--- config.mk ---
export PLATFORM = sky130hd
export DESIGN_NAME = full_order_load_torque_observer_top_flat
export DESIGN_NICKNAME = d
export VERILOG_FILES = /design/src/hdl/flto_pkg.sv /design/src/hdl/flto_if.sv /design/src/hdl/flto_mul.sv /design/src/hdl/flto_div.sv /design/src/hdl/flto_dp.sv /design/src/hdl/flto_ctrl.sv /design/src/hdl/full_order_load_torque_observer_top.sv /design/src/flat_wrapper.sv
export SDC_FILE = /design/constraint.sdc
export NUM_CORES = 2
export LEC_CHECK = 0
export BUFFER_PORTS_ARGS = -buffer_cell sky130_fd_sc_hd__buf_2
export CAP_MARGIN = 20
export CELL_PAD_IN_SITES_DETAIL_PLACEMENT = 1
export CELL_PAD_IN_SITES_GLOBAL_PLACEMENT = 2
export CORE_UTILIZATION = 45
export DETAILED_ROUTE_END_ITERATION = 6
export PLACE_DENSITY = 0.9
export SYNTH_ARGS = -nofsm -noshare
export SYNTH_HDL_FRONTEND = slang
export SYNTH_SLANG_ARGS = --single-unit
export TNS_END_PERCENT = 50
--- constraint.sdc ---
create_clock -name clk -period 29.1 [get_ports clk]
set_clock_uncertainty 0.1 [all_clocks]
set_input_delay 2.91 -clock clk [delete_from_list [all_inputs] [get_ports clk]]
set_output_delay 2.91 -clock clk [all_outputs]
set_load 0.005 [all_outputs]
--- src/hdl/flto_pkg.sv ---
// Shared constants, command and status types and saturation helpers of the load-torque observer.
package flto_pkg;

	// Configuration port
	localparam int CFG_IDX_W  = 3;
	localparam int CFG_DATA_W = 40;

	localparam logic [CFG_IDX_W-1:0] REG_PERIOD   = 3'd0;
	localparam logic [CFG_IDX_W-1:0] REG_KT       = 3'd1;
	localparam logic [CFG_IDX_W-1:0] REG_INERTIA  = 3'd2;
	localparam logic [CFG_IDX_W-1:0] REG_FRICTION = 3'd3;
	localparam logic [CFG_IDX_W-1:0] REG_BW       = 3'd4;
	localparam logic [CFG_IDX_W-1:0] REG_LIMIT    = 3'd5;

	localparam logic [31:0] DEF_PERIOD   = 32'd4294967;
	localparam logic [30:0] DEF_KT       = 31'd3277;
	localparam logic [39:0] DEF_INERTIA  = 40'd10995116;
	localparam logic [30:0] DEF_FRICTION = 31'd0;
	localparam logic [23:0] DEF_BW       = 24'd25600;
	localparam logic [30:0] DEF_LIMIT    = 31'd32768;

	// Gains for the default configuration: 2*wo - B/J and -(J*wo^2 >> 32)
	localparam logic signed [47:0] RST_L1 = 48'sd13107200;
	localparam logic signed [47:0] RST_L2 = -48'sd1677721;

	// Shared arithmetic units
	localparam int MAG_W   = 63;
	localparam int MUL_B_W = 48;
	localparam int MUL_P_W = MAG_W + MUL_B_W;
	localparam int DEN_W   = 40;

	localparam logic [MAG_W-1:0] RPM_RAD = 63'd449767923;   // pi/30 in Q32
	localparam logic [MAG_W-1:0] CAP_47  = 63'd1 << 47;
	localparam logic [MAG_W-1:0] CAP_61  = 63'd1 << 61;
	localparam logic [MAG_W-1:0] CAP_62  = 63'd1 << 62;

	// Datapath operations
	localparam int OP_W = 4;
	localparam logic [OP_W-1:0] OP_OMEGA  = 4'd0;
	localparam logic [OP_W-1:0] OP_INIT   = 4'd1;
	localparam logic [OP_W-1:0] OP_ERR    = 4'd2;
	localparam logic [OP_W-1:0] OP_FW     = 4'd3;
	localparam logic [OP_W-1:0] OP_IQKT   = 4'd4;
	localparam logic [OP_W-1:0] OP_DIVACC = 4'd5;
	localparam logic [OP_W-1:0] OP_L1E    = 4'd6;
	localparam logic [OP_W-1:0] OP_DW     = 4'd7;
	localparam logic [OP_W-1:0] OP_L2E    = 4'd8;
	localparam logic [OP_W-1:0] OP_DT     = 4'd9;
	localparam logic [OP_W-1:0] OP_COMMIT = 4'd10;
	localparam logic [OP_W-1:0] OP_GDIV   = 4'd11;
	localparam logic [OP_W-1:0] OP_WO2    = 4'd12;
	localparam logic [OP_W-1:0] OP_L2G    = 4'd13;

	typedef struct packed {
		logic            go;
		logic [OP_W-1:0] op;
		logic            load_in;
		logic            cfg_we;
		logic            load_out;
	} flto_cmd_t;

	typedef struct packed {
		logic done;
		logic reinit;
	} flto_sts_t;

	function automatic logic signed [31:0] sat32(input logic signed [64:0] v);
		if (v > 65'sd2147483647)
			return 32'h7FFF_FFFF;
		else if (v < -65'sd2147483648)
			return 32'h8000_0000;
		else
			return v[31:0];
	endfunction

	function automatic logic signed [47:0] sat48(input logic signed [49:0] v);
		if (v > 50'sd140737488355327)
			return 48'h7FFF_FFFF_FFFF;
		else if (v < -50'sd140737488355328)
			return 48'h8000_0000_0000;
		else
			return v[47:0];
	endfunction

endpackage

--- src/hdl/flto_if.sv ---
// Valid/ready channel interfaces of the load-torque observer.
interface flto_req_if;
	logic               valid;
	logic               ready;
	logic               req_type;
	logic signed [15:0] phase_current;
	logic signed [15:0] shaft_speed;
	modport source(output valid, req_type, phase_current, shaft_speed, input ready);
	modport sink(input valid, req_type, phase_current, shaft_speed, output ready);
endinterface

interface flto_rsp_if;
	logic               valid;
	logic               ready;
	logic signed [31:0] torque_estimate;
	logic signed [31:0] speed_estimate_out;
	logic signed [31:0] speed_error;
	modport source(output valid, torque_estimate, speed_estimate_out, speed_error, input ready);
	modport sink(input valid, torque_estimate, speed_estimate_out, speed_error, output ready);
endinterface

interface flto_cfg_if import flto_pkg::*; ();
	logic                  valid;
	logic                  ready;
	logic [CFG_IDX_W-1:0]  index;
	logic [CFG_DATA_W-1:0] data;
	modport source(output valid, index, data, input ready);
	modport sink(input valid, index, data, output ready);
endinterface

--- src/hdl/flto_mul.sv ---
// Shift-add multiplier, one bit of b per cycle, with right shift and saturation of the product.
module flto_mul import flto_pkg::*; (
	input  logic               clk,
	input  logic               arst_n,
	input  logic               start,
	input  logic [MAG_W-1:0]   a,
	input  logic [MUL_B_W-1:0] b,
	input  logic [5:0]         sh,
	input  logic [MAG_W-1:0]   cap,
	output logic               done,
	output logic [MAG_W-1:0]   res
);
	logic [MAG_W-1:0]   a_q;
	logic [MUL_B_W-1:0] b_q;
	logic [MUL_P_W-1:0] p_q;
	logic [5:0]         sh_q;
	logic [MAG_W-1:0]   cap_q;
	logic [5:0]         cnt_q;
	logic               busy_q;
	logic               fin_q;
	logic               last;
	logic [MUL_P_W-1:0] shifted;

	assign last    = busy_q && (cnt_q == 6'(MUL_B_W - 1));
	assign shifted = p_q >> sh_q;

	always_ff @(posedge clk or negedge arst_n) begin
		if (!arst_n) begin
			busy_q <= 1'b0;
			fin_q  <= 1'b0;
			done   <= 1'b0;
		end else begin
			done  <= fin_q;
			fin_q <= last;
			if (start)
				busy_q <= 1'b1;
			else if (last)
				busy_q <= 1'b0;
		end
	end

	always_ff @(posedge clk) begin
		if (start) begin
			a_q   <= a;
			b_q   <= b;
			sh_q  <= sh;
			cap_q <= cap;
			p_q   <= '0;
			cnt_q <= '0;
		end else if (busy_q) begin
			p_q   <= {p_q[MUL_P_W-2:0], 1'b0} + (b_q[MUL_B_W-1] ? MUL_P_W'(a_q) : '0);
			b_q   <= {b_q[MUL_B_W-2:0], 1'b0};
			cnt_q <= cnt_q + 6'd1;
		end
		if (fin_q)
			res <= (shifted > MUL_P_W'(cap_q)) ? cap_q : shifted[MAG_W-1:0];
	end
endmodule

--- src/hdl/flto_div.sv ---
// Restoring divider, one quotient bit per cycle, of num * 2^sh by den with saturation.
module flto_div import flto_pkg::*; (
	input  logic             clk,
	input  logic             arst_n,
	input  logic             start,
	input  logic [MAG_W-1:0] num,
	input  logic [5:0]       sh,
	input  logic [DEN_W-1:0] den,
	input  logic [MAG_W-1:0] cap,
	output logic             done,
	output logic [MAG_W-1:0] res
);
	logic [MAG_W-1:0] n_q;
	logic [DEN_W-1:0] d_q;
	logic [DEN_W-1:0] r_q;
	logic [MAG_W-1:0] q_q;
	logic [MAG_W-1:0] cap_q;
	logic             ovf_q;
	logic [6:0]       cnt_q;
	logic [6:0]       end_q;
	logic             busy_q;
	logic             fin_q;
	logic             last;
	logic [DEN_W:0]   rs;
	logic             ge;

	assign last = busy_q && (cnt_q == end_q);
	assign rs   = {r_q, n_q[MAG_W-1]};
	assign ge   = rs >= {1'b0, d_q};

	always_ff @(posedge clk or negedge arst_n) begin
		if (!arst_n) begin
			busy_q <= 1'b0;
			fin_q  <= 1'b0;
			done   <= 1'b0;
		end else begin
			done  <= fin_q;
			fin_q <= last;
			if (start)
				busy_q <= 1'b1;
			else if (last)
				busy_q <= 1'b0;
		end
	end

	always_ff @(posedge clk) begin
		if (start) begin
			n_q   <= num;
			d_q   <= den;
			cap_q <= cap;
			r_q   <= '0;
			q_q   <= '0;
			ovf_q <= 1'b0;
			cnt_q <= '0;
			end_q <= 7'(MAG_W) + {1'b0, sh} - 7'd1;
		end else if (busy_q) begin
			n_q   <= {n_q[MAG_W-2:0], 1'b0};
			r_q   <= ge ? DEN_W'(rs - {1'b0, d_q}) : rs[DEN_W-1:0];
			q_q   <= {q_q[MAG_W-2:0], ge};
			cnt_q <= cnt_q + 7'd1;
			// quotient already past 2^62: it can only end above the cap
			if (q_q[MAG_W-1])
				ovf_q <= 1'b1;
		end
		if (fin_q)
			res <= (ovf_q || q_q > cap_q) ? cap_q : q_q;
	end
endmodule

--- src/hdl/flto_dp.sv ---
// Observer datapath: configuration, gains, estimates, operand selection and the shared units.
module flto_dp import flto_pkg::*; (
	input  logic                  clk,
	input  logic                  arst_n,
	input  flto_cmd_t             cmd,
	output flto_sts_t             sts,
	input  logic                  req_type,
	input  logic signed [15:0]    phase_current,
	input  logic signed [15:0]    shaft_speed,
	input  logic [CFG_IDX_W-1:0]  cfg_index,
	input  logic [CFG_DATA_W-1:0] cfg_data,
	output logic signed [31:0]    torque_estimate,
	output logic signed [31:0]    speed_estimate_out,
	output logic signed [31:0]    speed_error
);
	// configuration and derived gains
	logic [31:0]        per_q;
	logic [30:0]        kt_q;
	logic [39:0]        j_q;
	logic [30:0]        fr_q;
	logic [23:0]        bw_q;
	logic [30:0]        lim_q;
	logic signed [47:0] l1_q;
	logic signed [47:0] l2_q;
	logic [47:0]        wo2_q;
	// estimates
	logic signed [31:0] w_q;
	logic signed [31:0] t_q;
	// working registers of one tick
	logic               reinit_q;
	logic signed [15:0] iq_q;
	logic signed [15:0] rpm_q;
	logic signed [31:0] omega_q;
	logic signed [31:0] err_q;
	logic signed [47:0] fw_q;
	logic signed [55:0] num_q;
	logic signed [63:0] acc_q;
	logic signed [62:0] tdot_q;
	logic signed [31:0] wn_q;
	logic signed [31:0] tn_q;
	logic [OP_W-1:0]    cur_op_q;

	logic               mul_go, div_go, mul_done, div_done, wb;
	logic [MAG_W-1:0]   mul_a, mul_res, div_num, div_res, res, mul_cap, div_cap;
	logic [MUL_B_W-1:0] mul_b;
	logic [5:0]         mul_sh, div_sh;
	logic               neg;
	logic signed [63:0] sres;
	logic signed [63:0] num_nxt;
	logic signed [49:0] l1_nxt;
	logic signed [31:0] t_sum;
	logic signed [32:0] lim_s;
	logic signed [31:0] t_clamp;

	function automatic logic [63:0] mag64(input logic signed [63:0] v);
		return v[63] ? 64'(-v) : 64'(v);
	endfunction

	assign mul_go = cmd.go && (cmd.op inside {OP_OMEGA, OP_FW, OP_IQKT, OP_L1E, OP_DW,
		OP_L2E, OP_DT, OP_WO2, OP_L2G});
	assign div_go = cmd.go && (cmd.op inside {OP_DIVACC, OP_GDIV});

	// operand selection for the unit being launched
	always_comb begin
		mul_a   = '0;
		mul_b   = '0;
		mul_sh  = 6'd0;
		mul_cap = CAP_62;
		div_num = '0;
		div_sh  = 6'd0;
		div_cap = CAP_61;
		case (cmd.op)
			OP_OMEGA: begin
				mul_a = RPM_RAD;
				mul_b = MUL_B_W'(mag64(64'(rpm_q)));
				mul_sh = 6'd16;
			end
			OP_FW: begin
				mul_a = MAG_W'(mag64(64'(w_q)));
				mul_b = MUL_B_W'(fr_q);
				mul_sh = 6'd16;
			end
			OP_IQKT: begin
				mul_a = MAG_W'(kt_q);
				mul_b = MUL_B_W'(mag64(64'(iq_q)));
			end
			OP_DIVACC: begin
				div_num = MAG_W'(mag64(64'(num_q)));
				div_sh  = 6'd40;
			end
			OP_L1E: begin
				mul_a   = MAG_W'(mag64(64'(l1_q)));
				mul_b   = MUL_B_W'(mag64(64'(err_q)));
				mul_cap = CAP_61;
			end
			OP_DW: begin
				mul_a   = MAG_W'(mag64(acc_q));
				mul_b   = MUL_B_W'(per_q);
				mul_sh  = 6'd48;
				mul_cap = CAP_61;
			end
			OP_L2E: begin
				mul_a   = MAG_W'(mag64(64'(l2_q)));
				mul_b   = MUL_B_W'(mag64(64'(err_q)));
				mul_sh  = 6'd8;
				mul_cap = CAP_61;
			end
			OP_DT: begin
				mul_a   = MAG_W'(mag64(64'(tdot_q)));
				mul_b   = MUL_B_W'(per_q);
				mul_sh  = 6'd48;
				mul_cap = CAP_61;
			end
			OP_GDIV: begin
				div_num = MAG_W'(fr_q);
				div_sh  = 6'd24;
				div_cap = CAP_47;
			end
			OP_WO2: begin
				mul_a = MAG_W'(bw_q);
				mul_b = MUL_B_W'(bw_q);
			end
			OP_L2G: begin
				mul_a   = MAG_W'(j_q);
				mul_b   = wo2_q;
				mul_sh  = 6'd32;
				mul_cap = CAP_47;
			end
			default: ;
		endcase
	end

	flto_mul u_mul (
		.clk(clk), .arst_n(arst_n), .start(mul_go), .a(mul_a), .b(mul_b), .sh(mul_sh),
		.cap(mul_cap), .done(mul_done), .res(mul_res)
	);

	flto_div u_div (
		.clk(clk), .arst_n(arst_n), .start(div_go), .num(div_num), .sh(div_sh), .den(j_q),
		.cap(div_cap), .done(div_done), .res(div_res)
	);

	assign wb  = mul_done || div_done;
	assign res = mul_done ? mul_res : div_res;

	// sign of the finished product or quotient
	always_comb begin
		case (cur_op_q)
			OP_OMEGA:  neg = rpm_q[15];
			OP_FW:     neg = w_q[31];
			OP_IQKT:   neg = iq_q[15];
			OP_DIVACC: neg = num_q[55];
			OP_L1E:    neg = l1_q[47] ^ err_q[31];
			OP_DW:     neg = acc_q[63];
			OP_L2E:    neg = l2_q[47] ^ err_q[31];
			OP_DT:     neg = tdot_q[62];
			OP_L2G:    neg = 1'b1;
			default:   neg = 1'b0;
		endcase
	end

	assign sres    = neg ? -$signed({1'b0, res}) : $signed({1'b0, res});
	assign num_nxt = -64'(fw_q) + (sres <<< 6) - (64'(t_q) <<< 16);
	assign l1_nxt  = $signed({17'd0, bw_q, 9'd0}) - $signed({2'b00, res[47:0]});
	assign t_sum   = sat32(65'(t_q) + 65'(sres));
	assign lim_s   = $signed({2'b00, lim_q});

	always_comb begin
		t_clamp = t_sum;
		if (lim_q != '0) begin
			if (33'(t_sum) > lim_s)
				t_clamp = 32'(lim_s);
			else if (33'(t_sum) < -lim_s)
				t_clamp = 32'(-lim_s);
		end
	end

	always_ff @(posedge clk or negedge arst_n) begin
		if (!arst_n) begin
			per_q <= DEF_PERIOD;
			kt_q  <= DEF_KT;
			j_q   <= DEF_INERTIA;
			fr_q  <= DEF_FRICTION;
			bw_q  <= DEF_BW;
			lim_q <= DEF_LIMIT;
			l1_q  <= RST_L1;
			l2_q  <= RST_L2;
			w_q   <= '0;
			t_q   <= '0;
		end else begin
			if (cmd.cfg_we) begin
				case (cfg_index)
					REG_PERIOD:   per_q <= (cfg_data[31:0] == '0) ? DEF_PERIOD : cfg_data[31:0];
					REG_KT:       kt_q  <= (cfg_data[30:0] == '0) ? DEF_KT : cfg_data[30:0];
					REG_INERTIA:  j_q   <= (cfg_data[39:0] == '0) ? DEF_INERTIA : cfg_data[39:0];
					REG_FRICTION: fr_q  <= cfg_data[30:0];
					REG_BW:       bw_q  <= (cfg_data[23:0] == '0) ? DEF_BW : cfg_data[23:0];
					REG_LIMIT:    lim_q <= cfg_data[30:0];
					default: ;
				endcase
			end
			if (cmd.go) begin
				case (cmd.op)
					OP_INIT: begin
						w_q <= omega_q;
						t_q <= '0;
					end
					OP_COMMIT: begin
						w_q <= wn_q;
						t_q <= tn_q;
					end
					default: ;
				endcase
			end
			if (wb) begin
				case (cur_op_q)
					OP_GDIV: l1_q <= sat48(l1_nxt);
					OP_L2G:  l2_q <= 48'(sres);
					default: ;
				endcase
			end
		end
	end

	always_ff @(posedge clk) begin
		if (cmd.load_in) begin
			reinit_q <= req_type;
			iq_q     <= phase_current;
			rpm_q    <= shaft_speed;
		end
		if (cmd.go) begin
			cur_op_q <= cmd.op;
			if (cmd.op == OP_ERR)
				err_q <= sat32(65'(omega_q) - 65'(w_q));
		end
		if (wb) begin
			case (cur_op_q)
				OP_OMEGA:  omega_q <= 32'(sres);
				OP_FW:     fw_q    <= 48'(sres);
				OP_IQKT:   num_q   <= 56'(num_nxt);
				OP_DIVACC: acc_q   <= sres;
				OP_L1E:    acc_q   <= acc_q + sres;
				OP_DW:     wn_q    <= sat32(65'(w_q) + 65'(sres));
				OP_L2E:    tdot_q  <= 63'(sres);
				OP_DT:     tn_q    <= t_clamp;
				OP_WO2:    wo2_q   <= res[47:0];
				default: ;
			endcase
		end
		if (cmd.load_out) begin
			torque_estimate    <= t_q;
			speed_estimate_out <= w_q;
			speed_error        <= reinit_q ? '0 : err_q;
		end
	end

	assign sts.done   = wb;
	assign sts.reinit = reinit_q;
endmodule

--- src/hdl/flto_ctrl.sv ---
// Observer sequencer: steps the datapath through a tick, a re-initialization or a gain update.
module flto_ctrl import flto_pkg::*; (
	input  logic      clk,
	input  logic      arst_n,
	input  logic      req_valid,
	output logic      req_ready,
	output logic      rsp_valid,
	input  logic      rsp_ready,
	input  logic      cfg_valid,
	output logic      cfg_ready,
	input  flto_sts_t sts,
	output flto_cmd_t cmd
);
	localparam logic [3:0] S_IDLE   = 4'd0;
	localparam logic [3:0] S_OMEGA  = 4'd1;
	localparam logic [3:0] S_INIT   = 4'd2;
	localparam logic [3:0] S_ERR    = 4'd3;
	localparam logic [3:0] S_FW     = 4'd4;
	localparam logic [3:0] S_IQKT   = 4'd5;
	localparam logic [3:0] S_DIV    = 4'd6;
	localparam logic [3:0] S_L1E    = 4'd7;
	localparam logic [3:0] S_DW     = 4'd8;
	localparam logic [3:0] S_L2E    = 4'd9;
	localparam logic [3:0] S_DT     = 4'd10;
	localparam logic [3:0] S_COMMIT = 4'd11;
	localparam logic [3:0] S_OUT    = 4'd12;
	localparam logic [3:0] S_GDIV   = 4'd13;
	localparam logic [3:0] S_WO2    = 4'd14;
	localparam logic [3:0] S_L2G    = 4'd15;

	logic [3:0] state_q, state_nxt;
	logic       launched_q;
	logic       primed_q;
	logic       rsp_valid_q;
	logic       rsp_free;

	assign cfg_ready = (state_q == S_IDLE);
	assign req_ready = (state_q == S_IDLE) && !cfg_valid;
	assign rsp_valid = rsp_valid_q;
	assign rsp_free  = !rsp_valid_q || rsp_ready;

	always_comb begin
		cmd       = '0;
		state_nxt = state_q;
		case (state_q)
			S_IDLE: begin
				if (cfg_valid) begin
					cmd.cfg_we = 1'b1;
					state_nxt  = S_GDIV;
				end else if (req_valid) begin
					cmd.load_in = 1'b1;
					state_nxt   = S_OMEGA;
				end
			end
			S_OMEGA: begin
				cmd.go = !launched_q;
				cmd.op = OP_OMEGA;
				if (sts.done)
					state_nxt = (sts.reinit || !primed_q) ? S_INIT : S_ERR;
			end
			S_INIT: begin
				cmd.go    = 1'b1;
				cmd.op    = OP_INIT;
				state_nxt = sts.reinit ? S_OUT : S_ERR;
			end
			S_ERR: begin
				cmd.go    = 1'b1;
				cmd.op    = OP_ERR;
				state_nxt = S_FW;
			end
			S_FW: begin
				cmd.go = !launched_q;
				cmd.op = OP_FW;
				if (sts.done)
					state_nxt = S_IQKT;
			end
			S_IQKT: begin
				cmd.go = !launched_q;
				cmd.op = OP_IQKT;
				if (sts.done)
					state_nxt = S_DIV;
			end
			S_DIV: begin
				cmd.go = !launched_q;
				cmd.op = OP_DIVACC;
				if (sts.done)
					state_nxt = S_L1E;
			end
			S_L1E: begin
				cmd.go = !launched_q;
				cmd.op = OP_L1E;
				if (sts.done)
					state_nxt = S_DW;
			end
			S_DW: begin
				cmd.go = !launched_q;
				cmd.op = OP_DW;
				if (sts.done)
					state_nxt = S_L2E;
			end
			S_L2E: begin
				cmd.go = !launched_q;
				cmd.op = OP_L2E;
				if (sts.done)
					state_nxt = S_DT;
			end
			S_DT: begin
				cmd.go = !launched_q;
				cmd.op = OP_DT;
				if (sts.done)
					state_nxt = S_COMMIT;
			end
			S_COMMIT: begin
				cmd.go    = 1'b1;
				cmd.op    = OP_COMMIT;
				state_nxt = S_OUT;
			end
			S_OUT: begin
				// hold until the output register is free
				if (rsp_free) begin
					cmd.load_out = 1'b1;
					state_nxt    = S_IDLE;
				end
			end
			S_GDIV: begin
				cmd.go = !launched_q;
				cmd.op = OP_GDIV;
				if (sts.done)
					state_nxt = S_WO2;
			end
			S_WO2: begin
				cmd.go = !launched_q;
				cmd.op = OP_WO2;
				if (sts.done)
					state_nxt = S_L2G;
			end
			S_L2G: begin
				cmd.go = !launched_q;
				cmd.op = OP_L2G;
				if (sts.done)
					state_nxt = S_IDLE;
			end
			default: state_nxt = S_IDLE;
		endcase
	end

	always_ff @(posedge clk or negedge arst_n) begin
		if (!arst_n) begin
			state_q     <= S_IDLE;
			launched_q  <= 1'b0;
			primed_q    <= 1'b0;
			rsp_valid_q <= 1'b0;
		end else begin
			state_q <= state_nxt;
			// rearm on every step so each unit state launches once
			if (sts.done || (state_nxt != state_q))
				launched_q <= 1'b0;
			else if (cmd.go)
				launched_q <= 1'b1;
			if (state_q == S_INIT)
				primed_q <= 1'b1;
			if (cmd.load_out)
				rsp_valid_q <= 1'b1;
			else if (rsp_ready)
				rsp_valid_q <= 1'b0;
		end
	end
endmodule

--- src/hdl/full_order_load_torque_observer_top.sv ---
// Full-order load-torque observer: top level joining the sequencer and the datapath.
//
// Each request word is an observer tick or a re-initialization. A tick converts the
// measured speed from rpm to rad/s, forms the speed error, and advances the speed and
// load-torque estimates by one forward-Euler step; a re-initialization loads the
// measured speed and a zero torque and answers with them. Arithmetic runs on one
// shared shift-add multiplier (one multiplier bit per cycle) and one restoring
// divider (one quotient bit per cycle). A tick runs seven products and one division
// by the inertia, back to back. A configuration write re-derives both observer gains
// (one division and two products); no request word is taken during that time. The
// response sits in an output register, so a new request is taken while the previous
// response still waits.
module full_order_load_torque_observer_top import flto_pkg::*; (
	input  logic       clk,
	input  logic       arst_n,
	flto_req_if.sink   req,
	flto_rsp_if.source rsp,
	flto_cfg_if.sink   cfg
);
	flto_cmd_t cmd;
	flto_sts_t sts;

	// sequencer: owns handshakes and the step order
	flto_ctrl u_ctrl (
		.clk(clk),
		.arst_n(arst_n),
		.req_valid(req.valid),
		.req_ready(req.ready),
		.rsp_valid(rsp.valid),
		.rsp_ready(rsp.ready),
		.cfg_valid(cfg.valid),
		.cfg_ready(cfg.ready),
		.sts(sts),
		.cmd(cmd)
	);

	// datapath: registers, gains, estimates and the shared units
	flto_dp u_dp (
		.clk(clk),
		.arst_n(arst_n),
		.cmd(cmd),
		.sts(sts),
		.req_type(req.req_type),
		.phase_current(req.phase_current),
		.shaft_speed(req.shaft_speed),
		.cfg_index(cfg.index),
		.cfg_data(cfg.data),
		.torque_estimate(rsp.torque_estimate),
		.speed_estimate_out(rsp.speed_estimate_out),
		.speed_error(rsp.speed_error)
	);
endmodule

--- src/flat_wrapper.sv ---
// flat-port wrapper written by rule: the top's interface ports become plain ports
module full_order_load_torque_observer_top_flat import flto_pkg::*;
  (clk, arst_n, req_valid, req_req_type, req_phase_current, req_shaft_speed, req_ready, rsp_valid, rsp_torque_estimate, rsp_speed_estimate_out, rsp_speed_error, rsp_ready, cfg_valid, cfg_index, cfg_data, cfg_ready);
  flto_req_if req_i ();
  flto_rsp_if rsp_i ();
  flto_cfg_if cfg_i ();
  input  logic clk;
  input  logic arst_n;
  input wire logic [$bits(req_i.valid)-1:0] req_valid;
  input wire logic [$bits(req_i.req_type)-1:0] req_req_type;
  input wire logic [$bits(req_i.phase_current)-1:0] req_phase_current;
  input wire logic [$bits(req_i.shaft_speed)-1:0] req_shaft_speed;
  output wire logic [$bits(req_i.ready)-1:0] req_ready;
  output wire logic [$bits(rsp_i.valid)-1:0] rsp_valid;
  output wire logic [$bits(rsp_i.torque_estimate)-1:0] rsp_torque_estimate;
  output wire logic [$bits(rsp_i.speed_estimate_out)-1:0] rsp_speed_estimate_out;
  output wire logic [$bits(rsp_i.speed_error)-1:0] rsp_speed_error;
  input wire logic [$bits(rsp_i.ready)-1:0] rsp_ready;
  input wire logic [$bits(cfg_i.valid)-1:0] cfg_valid;
  input wire logic [$bits(cfg_i.index)-1:0] cfg_index;
  input wire logic [$bits(cfg_i.data)-1:0] cfg_data;
  output wire logic [$bits(cfg_i.ready)-1:0] cfg_ready;
  assign req_i.valid = req_valid;
  assign req_i.req_type = req_req_type;
  assign req_i.phase_current = req_phase_current;
  assign req_i.shaft_speed = req_shaft_speed;
  assign req_ready = req_i.ready;
  assign rsp_valid = rsp_i.valid;
  assign rsp_torque_estimate = rsp_i.torque_estimate;
  assign rsp_speed_estimate_out = rsp_i.speed_estimate_out;
  assign rsp_speed_error = rsp_i.speed_error;
  assign rsp_i.ready = rsp_ready;
  assign cfg_i.valid = cfg_valid;
  assign cfg_i.index = cfg_index;
  assign cfg_i.data = cfg_data;
  assign cfg_ready = cfg_i.ready;
  full_order_load_torque_observer_top u_core (.clk(clk), .arst_n(arst_n), .req(req_i), .rsp(rsp_i), .cfg(cfg_i));
endmodule
==> results.txt <==
- Number of buffers added for setup after CTS: 0
* Worst Hold Path EP: u_core.u_dp.t_q[5]$_DFFE_PN0P_
- DRC viols: 0
- Pre-Repair DR Iteration Count: 6
* Critical-path top delay cell: dfrtp_4
- Share of synthesized area spent on multiplexers: 6.392%
- TritonCTS Buffers: 174
- No sink is reached through more buffers than the 3 on the longest clock path.
- Setup violations remaining at the end of the flow were counted as 0.
- edfxtp_1 is the most common cell in the netlist.
- WL per Instance: 30.83 µm
* Critical path type: register to register
- After Yosys synthesis, XOR and XNOR cells account for 7.566% of the synthesized area.
* Startpoint of the worst-slack reg-to-reg timing path: u_core.u_dp.u_mul.done$_DFF_PN0_
- In this run, post-CTS hold repair placed 0 buffers.
* Worst Slack Setup Final: 14300 ps
* R2R depth: 44
- The tree is rooted in a clkbuf_16.
* Routed wire length: 402800 µm
* Chip Width: 465.5 µm
- In this run the cell area of the synthesized design comes to 96660 µm².
* Period utilisation layout: 50.86%
* Worst EP arrival: 15260 ps
- After synthesis, flip-flops and latches occupy 41.90% of the total area.
- Dominant combinational cell family by area after synthesis: compound AO/OA/AOI/OAI gates
- In the synthesized netlist, the number of instances is 10012.
- H-tree levels: 4
- The critical path contains buffers and inverters numbering 4 combined.
* Design Power: 11.97 mW
* Height of the die: 465.5 µm
- The synthesized netlist devotes 15.00% of its cell area to simple gates.
- After the last flow step, the layout net total stands at 10701.
- Most common library cells after synthesis: 892 x edfxtp_1, 883 x nand2_1, 725 x nor2_1, 684 x o21ai_0, 583 x a21oi_1
- Beginning of the worst hold path: u_core.u_dp.tn_q[5]$_DFFE_PP_
- After floorplanning, the core was sized to cover 212700 µm².
- First-pass GRT wire length: 584500 µm
* Worst Setup Start Kind: register
- Static leakage: 43.17 nW
- The initial antenna violation count is 47.
- Top fanout value on the critical path: 49
- Setup repair after global routing missed its margin: no
- The count of final max-slew check failures came to 0.
- Post-synth EDFFs: 892
* Synth cell types: 101
- For the worst-skew pair, the clock arrives at the later sink with an insertion delay of 880 ps.
- Cells fill 50.41% of the core in the end.
* Area fraction in compound gates after synthesis: 18.01%
- For the pin with the worst max-slew slack, the measured transition is 1498 ps.
- CTS resizes: 0
* Routed via count: 84210
* Max IR drop VDD: 0.2973 mV
- Layout cells sized above 1: 10.65%
- In this design, the critical path's most frequently occurring cell is o21a_1.
- Placed cell areas: 101000 µm²
- After global routing the overflow that remains totals 0.
* Post-synth net total: 10635
- After the first detailed-routing iteration, the DRC count stood at 9104.
- Final instance count without filler cells: 13062
- The number of global-route vias before repair came to 84399.
- Global routing consumed, over all layers together, 36.40% of the routing resources.
- Averaged over all synthesized cells, the footprint is 9.654 µm².
- For the final routed database, the setup TNS stands at 0 ps.
- Counting instances, the worst hold path has a depth of 1.
- Critical Path Stages: 44
- Register bit total from synthesis: 1482
- The tool flagged a number of max-cap violations equal to 0.
* Critical Path Sink Type: register
- The floorplan has 169 rows.
- Across all register-to-register paths, the minimum setup slack is 14300 ps.
- During synthesis, Yosys emitted a total of 0 warnings.
- TritonCTS built the clock tree.
* Clock sink total: 1482
- Max transition margin: 0.1382%
* Post-placement cell count: 12722
* Final hold vios: 0
- After synthesis, the largest area contributor takes up 27.71% of total cell area.
- The largest single stage delay on the critical path is 820 ps.
* Post-route cell area: 107200 µm²
- The count of nets left with antenna violations once routing finished came out at 0.
* Primary FF master, synth: edfxtp_1
- Post-synthesis share of cell area spent on full adders, half adders and majority gates: 7.407%
* IO Pins: 180
* Detailed placer's ending HPWL: 310400 µm
* Dominant cell type by area after synthesis: edfxtp_1
* Clock slew at reported path FFs: 70 ps
- Reg2Reg Capture Point: u_core.u_dp.tn_q[31]$_DFFE_PP_
* Area added between synthesis and finish: 10.94%
- Worst hold margin: 342.5 ps
- Minimum setup slack after placement: 14590 ps
* Outcome: finished clean
- The worst hold path belongs to the class register to register.
* Via-per-instance ratio: 6.447
* Initial Utilization: 45.44%
- Crit-path leading delay family: compound AO/OA/AOI/OAI gates
- Die area: 216700 µm²
- The worst path needs 14800 ps of the cycle, external delays included.
- Port buffering added 179 buffers.
- Power per cell area: 111.6 nW/µm²
* Data required time at the worst endpoint: 29560 ps
- In the post-synthesis netlist, the biggest area contributors are edfxtp_1 28%, dfrtp_1 7.4%, ha_1 6.4%, dfxtp_1 4.7%, xnor2_1 4.5%.
- In the synthesized netlist the async set-or-reset flop fraction comes to 24.43%.
- At the end of routability-driven placement, the weighted congestion stood at 0.9957.
* Timing-limited maximum frequency: 67.56 MHz
* Pin count of the biggest net entering global routing: 124
[power by group]
group,leakage [nW],internal (mW),switching (mW)
Sequential,14.9,2.81,0.325
Combinational,25.3,2.29,4.17
Clock,2.99,1.39,0.999
[layer usage]
layer	wire, µm	track usage (%)	part of all wire (%)	vias to the layer above
met5	82	0	0.020	-
met4	19570	16.00	4.9	12
met3	35310	7.245	8.8	676
met2	178400	56.48	44	3541
met1	169300	49.15	42	42978
li1	-	-	-	37003
[registers in the layout, indices dropped and copies added, names as in the netlist, 40 cells and up]
signal	count
u_core.u_dp.u_mul.p_q	111
u_core.u_dp.acc_q	64
u_core.u_dp.tdot_q	63
u_core.u_dp.u_div.n_q	63
u_core.u_dp.u_div.q_q	63
u_core.u_dp.u_div.res	63
u_core.u_dp.u_mul.a_q	63
u_core.u_dp.u_mul.res	63
u_core.u_dp.num_q	56
u_core.u_dp.fw_q	48
u_core.u_dp.l1_q	48
u_core.u_dp.l2_q	48
u_core.u_dp.u_mul.b_q	48
u_core.u_dp.wo2_q	48
u_core.u_dp.j_q	40
u_core.u_dp.u_div.d_q	40
u_core.u_dp.u_div.r_q	40
[cell families after synthesis]
group / Yosys count
AOI/OAI and AO/OA: 2672
xor gates and xnor gates: 835
adders and majority gates: 546
buffers and inverters: 951
DFF: 1482
muxes: 554
other: 1
and+or+nand+nor: 2971
[area by class of cell]
| cell class | instances | area, µm² |
|---|---|---|
| clock inverters | 84 | 1241 |
| flip-flops and latches | 1482 | 40520 |
| well taps | 2821 | 3530 |
| inverters | 472 | 1782 |
| clock buffers | 245 | 4977 |
| fillers | 23711 | 105500 |
| multi-input cells | 7579 | 52800 |
| repair buffers | 369 | 2369 |
| diodes | 10 | 25.02 |
[worst max path at each step]
stage | end | start
floorplan | u_core.u_dp.tn_q[10]$_DFFE_PP_ | u_core.u_dp.u_mul.done$_DFF_PN0_
global placement | u_core.u_dp.tn_q[31]$_DFFE_PP_ | u_core.u_dp.u_mul.done$_DFF_PN0_
detailed placement | u_core.u_dp.tn_q[31]$_DFFE_PP_ | u_core.u_dp.u_mul.done$_DFF_PN0_
CTS | u_core.u_dp.tn_q[31]$_DFFE_PP_ | u_core.u_dp.u_mul.done$_DFF_PN0_
global route | u_core.u_dp.tn_q[31]$_DFFE_PP_ | u_core.u_dp.u_mul.done$_DFF_PN0_
finish | u_core.u_dp.tn_q[31]$_DFFE_PP_ | u_core.u_dp.u_mul.done$_DFF_PN0_
[layout by cell type (no fill, tap or decap), drive strengths merged, types with 172 or more instances in the layout]
cell type  instances
inv              476
a21oi            583
nor2             725
a21o             252
nor3             172
xor2             336
and2             190
dfxtp            228
nand2            883
ha               497
o21ai            699
mux2i            345
dfrtp            287
xnor2            499
mux2             176
edfxtp           892
clkbuf           245
nand3            205
buf              369
[worst reg2reg max path: cells and delay by family, from the launching register on]
kind | cells | cell delay [ps]
muxes | 1 | 570
and+or+nand+nor | 15 | 4560
xor gates and xnor gates | 2 | 770
adders and majority gates | 3 | 1060
buffers and inverters | 4 | 1510
AOI/OAI and AO/OA | 19 | 5100
DFF | 1 | 820
(Power assumes the default switching activity.)
